File: src/hdl/arpc_pkg.sv
`timescale 1ns / 1ps
// ----------------------------------------------------------------------------
// arpc_pkg
// shared types and constants of the arp responder with address cache
// ----------------------------------------------------------------------------
package arpc_pkg;

   localparam int CACHE_SLOTS = 16;

   localparam int IP_W   = 32;
   localparam int MAC_W  = 48;
   localparam int HALF_W = 16;
   localparam int STAT_W = 3;

   localparam logic [HALF_W-1:0] HW_ETHERNET = 16'h0001;
   localparam logic [HALF_W-1:0] PROTO_IPV4  = 16'h0800;
   localparam logic [HALF_W-1:0] OP_REQUEST  = 16'h0001;

   localparam logic FUNC_PACKET = 1'b0;
   localparam logic FUNC_QUERY  = 1'b1;

   // result status codes
   localparam logic [STAT_W-1:0] STS_REPLY     = 3'd0;
   localparam logic [STAT_W-1:0] STS_BAD_HW    = 3'd1;
   localparam logic [STAT_W-1:0] STS_BAD_PROTO = 3'd2;
   localparam logic [STAT_W-1:0] STS_NOT_OURS  = 3'd3;
   localparam logic [STAT_W-1:0] STS_FULL      = 3'd4;
   localparam logic [STAT_W-1:0] STS_BAD_OP    = 3'd5;
   localparam logic [STAT_W-1:0] STS_HIT       = 3'd6;
   localparam logic [STAT_W-1:0] STS_MISS      = 3'd7;

   // configuration register indexes
   localparam int CSR_INDEX_W = 1;
   localparam logic [CSR_INDEX_W-1:0] CSR_OWN_IP  = 1'b0;
   localparam logic [CSR_INDEX_W-1:0] CSR_OWN_MAC = 1'b1;

   typedef struct packed {
      logic              func;
      logic [HALF_W-1:0] hw_type;
      logic [HALF_W-1:0] proto_type;
      logic [HALF_W-1:0] op_code;
      logic [MAC_W-1:0]  sender_mac;
      logic [IP_W-1:0]   sender_ip;
      logic [IP_W-1:0]   target_ip;
      logic [IP_W-1:0]   query_ip;
   } req_word_type;

   typedef struct packed {
      logic [STAT_W-1:0] status;
      logic              reply_valid;
      logic [MAC_W-1:0]  reply_target_mac;
      logic [IP_W-1:0]   reply_target_ip;
      logic [MAC_W-1:0]  reply_sender_mac;
      logic [IP_W-1:0]   reply_sender_ip;
      logic [MAC_W-1:0]  found_mac;
   } rsp_word_type;

   typedef enum logic [1:0] {
      PM_NOP,
      PM_QUERY,
      PM_PACKET
   } probe_mode_type;

   // search token handed from cell to cell
   typedef struct packed {
      logic             valid;
      probe_mode_type   mode;
      logic [IP_W-1:0]  key_ip;
      logic [MAC_W-1:0] mac;
      logic             ins;
      logic             hit;
      logic             claimed;
      logic [MAC_W-1:0] found_mac;
   } probe_type;

   // end of pass broadcast to all cells
   typedef struct packed {
      logic apply;
      logic commit;
   } cell_ctl_type;

   typedef enum logic [1:0] {
      ST_IDLE,
      ST_SCAN,
      ST_DONE
   } ctrl_state_type;

endpackage

File: src/hdl/arp_responder_with_cache_core.sv
`timescale 1ns / 1ps
// ----------------------------------------------------------------------------
// arp_responder_with_cache_core
// a word goes from the launch register through the slot cells to the decision,
// which fills the done register, and then to the result register; the probe walks
// the slot chain one cell per cycle, and a new word is taken only once the last
// result has left the done stage; a waiting result holds the next one there, so
// intake stops after one further word until the result word is taken
// reset: synchronous; cache emptied at once, own ip and own mac cleared to 0
// ----------------------------------------------------------------------------
module arp_responder_with_cache_core (
   input  logic                             clock,
   input  logic                             reset,
   input  logic                             req_valid,
   output logic                             req_ready,
   input  arpc_pkg::req_word_type           req_word,
   output logic                             rsp_valid,
   input  logic                             rsp_ready,
   output arpc_pkg::rsp_word_type           rsp_word,
   input  logic                             csr_we,
   input  logic [arpc_pkg::CSR_INDEX_W-1:0] csr_index,
   input  logic [arpc_pkg::MAC_W-1:0]       csr_wdata
);
   import arpc_pkg::*;

   // probe taps: tap 0 is the launch register, tap i+1 the output of cell i
   probe_type    probe_tap [CACHE_SLOTS+1];
   cell_ctl_type ctl;

   // control: captures the word, launches the probe and, when the probe drops
   // off the far end, decides the status, commits or drops the tentative
   // insert and queues the result word
   arpc_ctrl u_ctrl (
      .clock     (clock),
      .reset     (reset),
      .req_valid (req_valid),
      .req_ready (req_ready),
      .req_word  (req_word),
      .rsp_valid (rsp_valid),
      .rsp_ready (rsp_ready),
      .rsp_word  (rsp_word),
      .csr_we    (csr_we),
      .csr_index (csr_index),
      .csr_wdata (csr_wdata),
      .launch    (probe_tap[0]),
      .chain_end (probe_tap[CACHE_SLOTS]),
      .ctl       (ctl)
   );

   // slot chain: cell 0 is the lowest slot, so the first free cell met by
   // the probe is the lowest free slot and the first match the lowest match
   // a matching cell refreshes its mac (packet) or reports it (query); the
   // first free cell stores the sender tentatively, made valid at end of
   // pass only when no cell further down matched
   for (genvar gi = 0; gi < CACHE_SLOTS; gi++) begin : g_slot
      arpc_cell u_cell (
         .clock     (clock),
         .reset     (reset),
         .probe_in  (probe_tap[gi]),
         .ctl       (ctl),
         .probe_out (probe_tap[gi+1])
      );
   end

endmodule

File: src/hdl/arpc_cell.sv
`timescale 1ns / 1ps
// ----------------------------------------------------------------------------
// arpc_cell
// one cache slot; looks at the passing probe, updates itself, forwards it
// ----------------------------------------------------------------------------
module arpc_cell (
   input  logic                  clock,
   input  logic                  reset,
   input  arpc_pkg::probe_type    probe_in,
   input  arpc_pkg::cell_ctl_type ctl,
   output arpc_pkg::probe_type    probe_out
);
   import arpc_pkg::*;

   logic             valid_ff, valid_in;
   logic             pending_ff, pending_in;
   logic [IP_W-1:0]  ip_ff, ip_in;
   logic [MAC_W-1:0] mac_ff, mac_in;
   probe_type        probe_ff, probe_in_nxt;
   logic             match;
   logic             take_free;

   always_comb begin
      match = probe_in.valid && (probe_in.mode != PM_NOP) && valid_ff
              && (ip_ff == probe_in.key_ip) && !probe_in.hit;
      take_free = probe_in.valid && (probe_in.mode == PM_PACKET) && probe_in.ins
                  && !valid_ff && !probe_in.claimed && !probe_in.hit;

      valid_in     = valid_ff;
      pending_in   = pending_ff;
      ip_in        = ip_ff;
      mac_in       = mac_ff;
      probe_in_nxt = probe_in;

      if (match) begin
         probe_in_nxt.hit = 1'b1;
         if (probe_in.mode == PM_QUERY) begin
            probe_in_nxt.found_mac = mac_ff;
         end else begin
            mac_in = probe_in.mac;
         end
      end

      // tentative insert, made final or dropped at end of pass
      if (take_free) begin
         ip_in                = probe_in.key_ip;
         mac_in               = probe_in.mac;
         pending_in           = 1'b1;
         probe_in_nxt.claimed = 1'b1;
      end

      if (ctl.apply) begin
         if (pending_ff && ctl.commit) begin
            valid_in = 1'b1;
         end
         pending_in = 1'b0;
      end
   end

   always_ff @(posedge clock) begin
      if (reset) begin
         valid_ff       <= 1'b0;
         pending_ff     <= 1'b0;
         probe_ff.valid <= 1'b0;
      end else begin
         valid_ff   <= valid_in;
         pending_ff <= pending_in;
         probe_ff   <= probe_in_nxt;
      end
      ip_ff  <= ip_in;
      mac_ff <= mac_in;
   end

   assign probe_out = probe_ff;

endmodule

File: src/hdl/arpc_ctrl.sv
`timescale 1ns / 1ps
// ----------------------------------------------------------------------------
// arpc_ctrl
// item capture, probe launch, end of pass decision and result register
// ----------------------------------------------------------------------------
module arpc_ctrl (
   input  logic                                clock,
   input  logic                                reset,
   input  logic                                req_valid,
   output logic                                req_ready,
   input  arpc_pkg::req_word_type              req_word,
   output logic                                rsp_valid,
   input  logic                                rsp_ready,
   output arpc_pkg::rsp_word_type              rsp_word,
   input  logic                                csr_we,
   input  logic [arpc_pkg::CSR_INDEX_W-1:0]    csr_index,
   input  logic [arpc_pkg::MAC_W-1:0]          csr_wdata,
   output arpc_pkg::probe_type                 launch,
   input  arpc_pkg::probe_type                 chain_end,
   output arpc_pkg::cell_ctl_type              ctl
);
   import arpc_pkg::*;

   ctrl_state_type   state_ff, state_in;
   req_word_type     item_ff, item_in;
   probe_type        launch_ff, launch_in;
   rsp_word_type     done_ff, done_in;
   rsp_word_type     rsp_ff, rsp_in;
   logic             rsp_valid_ff, rsp_valid_in;
   logic [IP_W-1:0]  own_ip_ff;
   logic [MAC_W-1:0] own_mac_ff;
   logic             accept;
   logic             fresh;

   always_comb begin
      state_in     = state_ff;
      item_in      = item_ff;
      launch_in    = launch_ff;
      done_in      = done_ff;
      rsp_in       = rsp_ff;
      rsp_valid_in = rsp_valid_ff;
      ctl          = '0;
      fresh        = 1'b0;

      req_ready = (state_ff == ST_IDLE);
      accept    = req_valid && req_ready;

      launch_in.valid = 1'b0;
      if (rsp_valid_ff && rsp_ready) begin
         rsp_valid_in = 1'b0;
      end

      case (state_ff)
         ST_IDLE: begin
            if (accept) begin
               item_in             = req_word;
               launch_in.valid     = 1'b1;
               launch_in.key_ip    = (req_word.func == FUNC_QUERY) ? req_word.query_ip
                                                                   : req_word.sender_ip;
               launch_in.mac       = req_word.sender_mac;
               launch_in.ins       = (req_word.target_ip == own_ip_ff);
               launch_in.hit       = 1'b0;
               launch_in.claimed   = 1'b0;
               launch_in.found_mac = '0;
               if (req_word.func == FUNC_QUERY) begin
                  launch_in.mode = PM_QUERY;
               end else if (req_word.hw_type == HW_ETHERNET
                            && req_word.proto_type == PROTO_IPV4) begin
                  launch_in.mode = PM_PACKET;
               end else begin
                  launch_in.mode = PM_NOP;
               end
               state_in = ST_SCAN;
            end
         end
         ST_SCAN: begin
            if (chain_end.valid) begin
               ctl.apply  = 1'b1;
               ctl.commit = chain_end.claimed && !chain_end.hit;
               fresh      = !chain_end.hit && chain_end.claimed;
               done_in    = '0;
               if (item_ff.func == FUNC_QUERY) begin
                  if (chain_end.hit) begin
                     done_in.status    = STS_HIT;
                     done_in.found_mac = chain_end.found_mac;
                  end else begin
                     done_in.status = STS_MISS;
                  end
               end else if (item_ff.hw_type != HW_ETHERNET) begin
                  done_in.status = STS_BAD_HW;
               end else if (item_ff.proto_type != PROTO_IPV4) begin
                  done_in.status = STS_BAD_PROTO;
               end else if (item_ff.target_ip != own_ip_ff) begin
                  done_in.status = STS_NOT_OURS;
               end else if (!chain_end.hit && !fresh) begin
                  done_in.status = STS_FULL;
               end else if (item_ff.op_code != OP_REQUEST) begin
                  done_in.status = STS_BAD_OP;
               end else begin
                  done_in.status           = STS_REPLY;
                  done_in.reply_valid      = 1'b1;
                  done_in.reply_target_mac = item_ff.sender_mac;
                  done_in.reply_target_ip  = item_ff.sender_ip;
                  done_in.reply_sender_mac = own_mac_ff;
                  done_in.reply_sender_ip  = own_ip_ff;
               end
               state_in = ST_DONE;
            end
         end
         ST_DONE: begin
            if (!rsp_valid_ff || rsp_ready) begin
               rsp_in       = done_ff;
               rsp_valid_in = 1'b1;
               state_in     = ST_IDLE;
            end
         end
         default: begin
            state_in = ST_IDLE;
         end
      endcase
   end

   always_ff @(posedge clock) begin
      if (reset) begin
         state_ff        <= ST_IDLE;
         rsp_valid_ff    <= 1'b0;
         launch_ff.valid <= 1'b0;
         own_ip_ff       <= '0;
         own_mac_ff      <= '0;
      end else begin
         state_ff     <= state_in;
         rsp_valid_ff <= rsp_valid_in;
         launch_ff    <= launch_in;
         if (csr_we) begin
            case (csr_index)
               CSR_OWN_IP:  own_ip_ff  <= csr_wdata[IP_W-1:0];
               CSR_OWN_MAC: own_mac_ff <= csr_wdata;
               default:     ;
            endcase
         end
      end
      item_ff <= item_in;
      done_ff <= done_in;
      rsp_ff  <= rsp_in;
   end

   assign launch    = launch_ff;
   assign rsp_valid = rsp_valid_ff;
   assign rsp_word  = rsp_ff;

endmodule

File: config.mk
export PLATFORM = sky130hd
export DESIGN_NAME = arp_responder_with_cache_core
export DESIGN_NICKNAME = d
export VERILOG_FILES = /design/src/hdl/arpc_pkg.sv /design/src/hdl/arp_responder_with_cache_core.sv /design/src/hdl/arpc_cell.sv /design/src/hdl/arpc_ctrl.sv
export SDC_FILE = /design/constraint.sdc
export NUM_CORES = 2
export LEC_CHECK = 0
export ABC_AREA = 1
export BUFFER_PORTS_ARGS = -buffer_cell sky130_fd_sc_hd__buf_2
export CAP_MARGIN = 30
export CORE_MARGIN = 3
export CORE_UTILIZATION = 45
export CTS_CLUSTER_DIAMETER = 40
export DETAILED_ROUTE_END_ITERATION = 8
export PLACE_DENSITY = 0.7
export SLEW_MARGIN = 10
export SYNTH_ARGS = -nofsm -noshare
export SYNTH_HDL_FRONTEND = slang
export SYNTH_SLANG_ARGS = --single-unit
File: constraint.sdc
create_clock -name clock -period 136.8 [get_ports clock]
set_input_delay 27.36 -clock clock [delete_from_list [all_inputs] [get_ports clock]]
set_output_delay 27.36 -clock clock [all_outputs]
set_load 0.05 [all_outputs]
==> results.cfg <==
[sta]
slew_headroom = 0.205
worst_clock_skew_ps = 45.7
finalCriticalPeriod_ps = 32110
final-hold-violation-count = 0
slew_violations = 0
max_freq_mhz = 31.1
setup_viol = 0
rsz0062_at_grt = no
setup_ws_ps = 104690
fin_setup_tns_ps = 0
post-route-period-util = 0.235
tightestPinTransition_ps = 1190

[final_layout]
fin_cells = 15043
syn2layout_area_growth_pct = 15.8
final_nets = 10566
fin_util = 0.526
multi_input_area_mm2 = 0.0216
drive_gt1_frac = 0.138
register_area_mm2 = 0.123
fillerInstances = 25300

[clock_network]
path_clk_slew_ps = 60
cts_buffers = 444
cts_max_level = 5
holdBufCountCts = 0
cts_tree = built
clock_path_buffers = 4
clock-sinks = 4125
clock_latency_ps = 940
cts_setup_buffers = 0
root_buffer = clkbuf_16
cts_resized = 0

[floorplan]
num_rows = 209
core_mm2 = 0.326
die_area_mm2 = 0.335
die_w_um = 579
num_io_pins = 461
start_util = 0.454
die_h_um = 579

[worst_setup_path]
critPathKind = input port to flop
slowest_stage = buf_4
path_common_cell = buf_4
reg2reg_setup_slack_ps = 133470
slowest_delay_ps = 840
rr_startpoint = u_ctrl.state_ff[1]$_SDFFE_PP0P_
cp_cell_sequence = buf_2 -> buf_4 -> inv_8 -> buf_12 -> buf_4 -> buf_4 -> buf_4 -> buf_16 -> buf_12 -> o21ai_0 -> a21oi_1
cp_num_buf_inv = 9
crit_path_start_kind = input port
required_ps = 137650
worst-path-max-fanout = 212
crit_path_end_kind = flop
critPathTopFamily = buffers and inverters
arrival_ps = 32960
rr_endpoint = u_ctrl.rsp_word[199]$_DFFE_PP_
r2r_cells = 5

[global_route]
overflow = 0
grtUsageTotal = 0.152
grtUsageMet3 = 0.0368
met1_usage = 0.191
grt_max_degree = 213
grt_pass1_vias = 74504
busiest_layer = met2
antenna_found_initial = 53
grt_use_met2 = 0.257
grt_pass1_wl_um = 411000

[placed_design]
dp.cells = 14178
numPortBuffers = 460
dpl.hpwl_um = 177000
pre_cts_slack_ps = 103490
place.gp.congestion = 0.842

[run_status]
status = completed

[logic_synthesis]
synth_edf_count = 3993
synth_top_flop_cell = edfxtp_1
synthCells = 9631
yosysWarnings = 0
ys_ff_latch = 4125
ys_types = 36
yosysSeqAreaShare = 0.829
netlist_area_mm2 = 0.148
synthArstFlopShare = 0
syn_nets = 9878
syn_area_per_cell_um2 = 15.3

[drt]
wl_per_cell_um = 17.2
dr_total_vias = 73643
wirelength_um = 258000
first_pass_iters = 7
route.detailed.drc = 0
avgViaCountPerCell = 4.90
ant_nets = 0
drt-initial-drc-count = 5487

[power_and_ir_drop]
p_per_area_mw_per_mm2 = 15.8
p_leak_nw = 62.7
vdd_drop_max_v = 0.0000112
p_total_mw = 2.70

[worst_hold_path]
min_path_type = flop to flop
hold_end = u_ctrl.rsp_word[174]$_DFFE_PP_
min_from = u_ctrl.done_ff[174]$_SDFFCE_PP0P_
whs_path_depth = 0

[flow_run]
drv_cap = 0
cells by family (layout without fill, tap and decap cells):
family | after synthesis | in the layout | share of synthesized area
flip-flops | 4125 | 4125 | 0.829
AND/OR/NAND/NOR | 3676 | 3676 | 0.108
buffers and inverters | 1104 | 2166 | 0.0290
AO/OA/AOI/OAI | 437 | 437 | 0.0155
XOR/XNOR | 257 | 257 | 0.0152
multiplexers | 32 | 32 | 0.00244
other | 0 | 25 | 0
flip-flops by register name, summed over array words and instances (netlist names):
signal,cells
g_slot.u_cell.valid_ff,16
g_slot.u_cell.pending_ff,16
u_ctrl.rsp_word,212
u_ctrl.done_ff,212
u_ctrl.rsp_valid,1
u_ctrl.launch,84
u_ctrl.own_ip_ff,32
g_slot.u_cell.probe_out,2061
g_slot.u_cell.mac_ff,768
u_ctrl.own_mac_ff,48
u_ctrl.state_ff,2
g_slot.u_cell.ip_ff,512
u_ctrl.item_ff,161
how the worst max path moves through the flow:
stage	end	start	depth (start not counted)
2_1_floorplan	u_ctrl.own_mac_ff[39]$_SDFFE_PP0P_	reset	6
3_3_place_gp	u_ctrl.own_mac_ff[21]$_SDFFE_PP0P_	reset	10
3_5_place_dp	u_ctrl.own_ip_ff[25]$_SDFFE_PP0P_	reset	10
4_1_cts	u_ctrl.own_mac_ff[29]$_SDFFE_PP0P_	reset	10
5_1_grt	u_ctrl.own_mac_ff[29]$_SDFFE_PP0P_	reset	11
6_report	u_ctrl.own_mac_ff[29]$_SDFFE_PP0P_	reset	11
where the power goes:
group	internal [mW]	switching [mW]
Combinational	0.0172	0.0399
Sequential	1.43	0.0224
Clock	0.709	0.480
Total	2.16	0.542
placed cells by master, fill, tap and decap left out, types with 35 or more instances in the layout:
cell | Yosys | final
inv_6 | 0 | 35
xor2_1 | 111 | 111
a21oi_1 | 111 | 110
inv_1 | 712 | 709
clkbuf_16 | 0 | 450
nor2_4 | 1 | 47
clkinvlp_4 | 0 | 37
edfxtp_1 | 3993 | 3993
nand2_1 | 2112 | 2110
dfxtp_1 | 132 | 132
nor2_1 | 641 | 595
buf_4 | 7 | 118
buf_2 | 89 | 460
clkinv_4 | 0 | 39
xnor2_1 | 146 | 146
clkinv_2 | 0 | 63
nand3_1 | 56 | 56
clkbuf_1 | 254 | 49
o22ai_1 | 48 | 48
nand4_1 | 770 | 770
o21ai_1 | 51 | 51
o21ai_0 | 216 | 201
bufinv_16 | 0 | 51
clkinv_1 | 1 | 65
per-stage QoR:
stage,hold slack [ps],cell area (µm²)
floorplan,400,148000
global placement,401,156000
detailed placement,405,156000
CTS,414,171000
global route,417,171000
finish,407,171000
metal layers:
metal,up-vias,share of wire
met5,-,0.0012
met4,44,0.030
met3,529,0.060
met2,1711,0.49
met1,35286,0.42
li1,36073,-
worst register-to-register path, delay by kind of cell, from the launching register on:
kind                   cells  cell delay, ps
AND/OR/NAND/NOR            1             220
buffers and inverters      4            2350
flip-flops                 1             330
cell usage after synthesis (6+ instances only):
cell type | number | area [µm²]
xnor2_1 | 146 | 1280
nor3_1 | 32 | 160
nand3_1 | 56 | 280
nand4_1 | 770 | 4820
nand3b_1 | 6 | 45.0
dfxtp_1 | 132 | 2640
buf_2 | 89 | 445
mux2_2 | 32 | 360
inv_1 | 712 | 2670
nand2_1 | 2112 | 7930
edfxtp_1 | 3993 | 120000
o21ai_1 | 51 | 255
o21ai_0 | 216 | 1080
nor4_1 | 32 | 200
a21oi_1 | 111 | 556
o22ai_1 | 48 | 300
buf_4 | 7 | 52.6
buf_1 | 12 | 45.0
inv_2 | 29 | 109
clkbuf_1 | 254 | 953
xor2_1 | 111 | 972
nor2_1 | 641 | 2410
or2_2 | 18 | 113
layout make-up:
class,instances,area share
repair buffers,604,0.0221
well taps,4325,0.0316
clock inverters,312,0.0196
multi-input cells,4402,0.126
diodes,25,0.000366
inverters,742,0.0164
clock buffers,508,0.0676
flip-flops and latches,4125,0.716
Note: power is estimated with default switching activity, not from simulation.
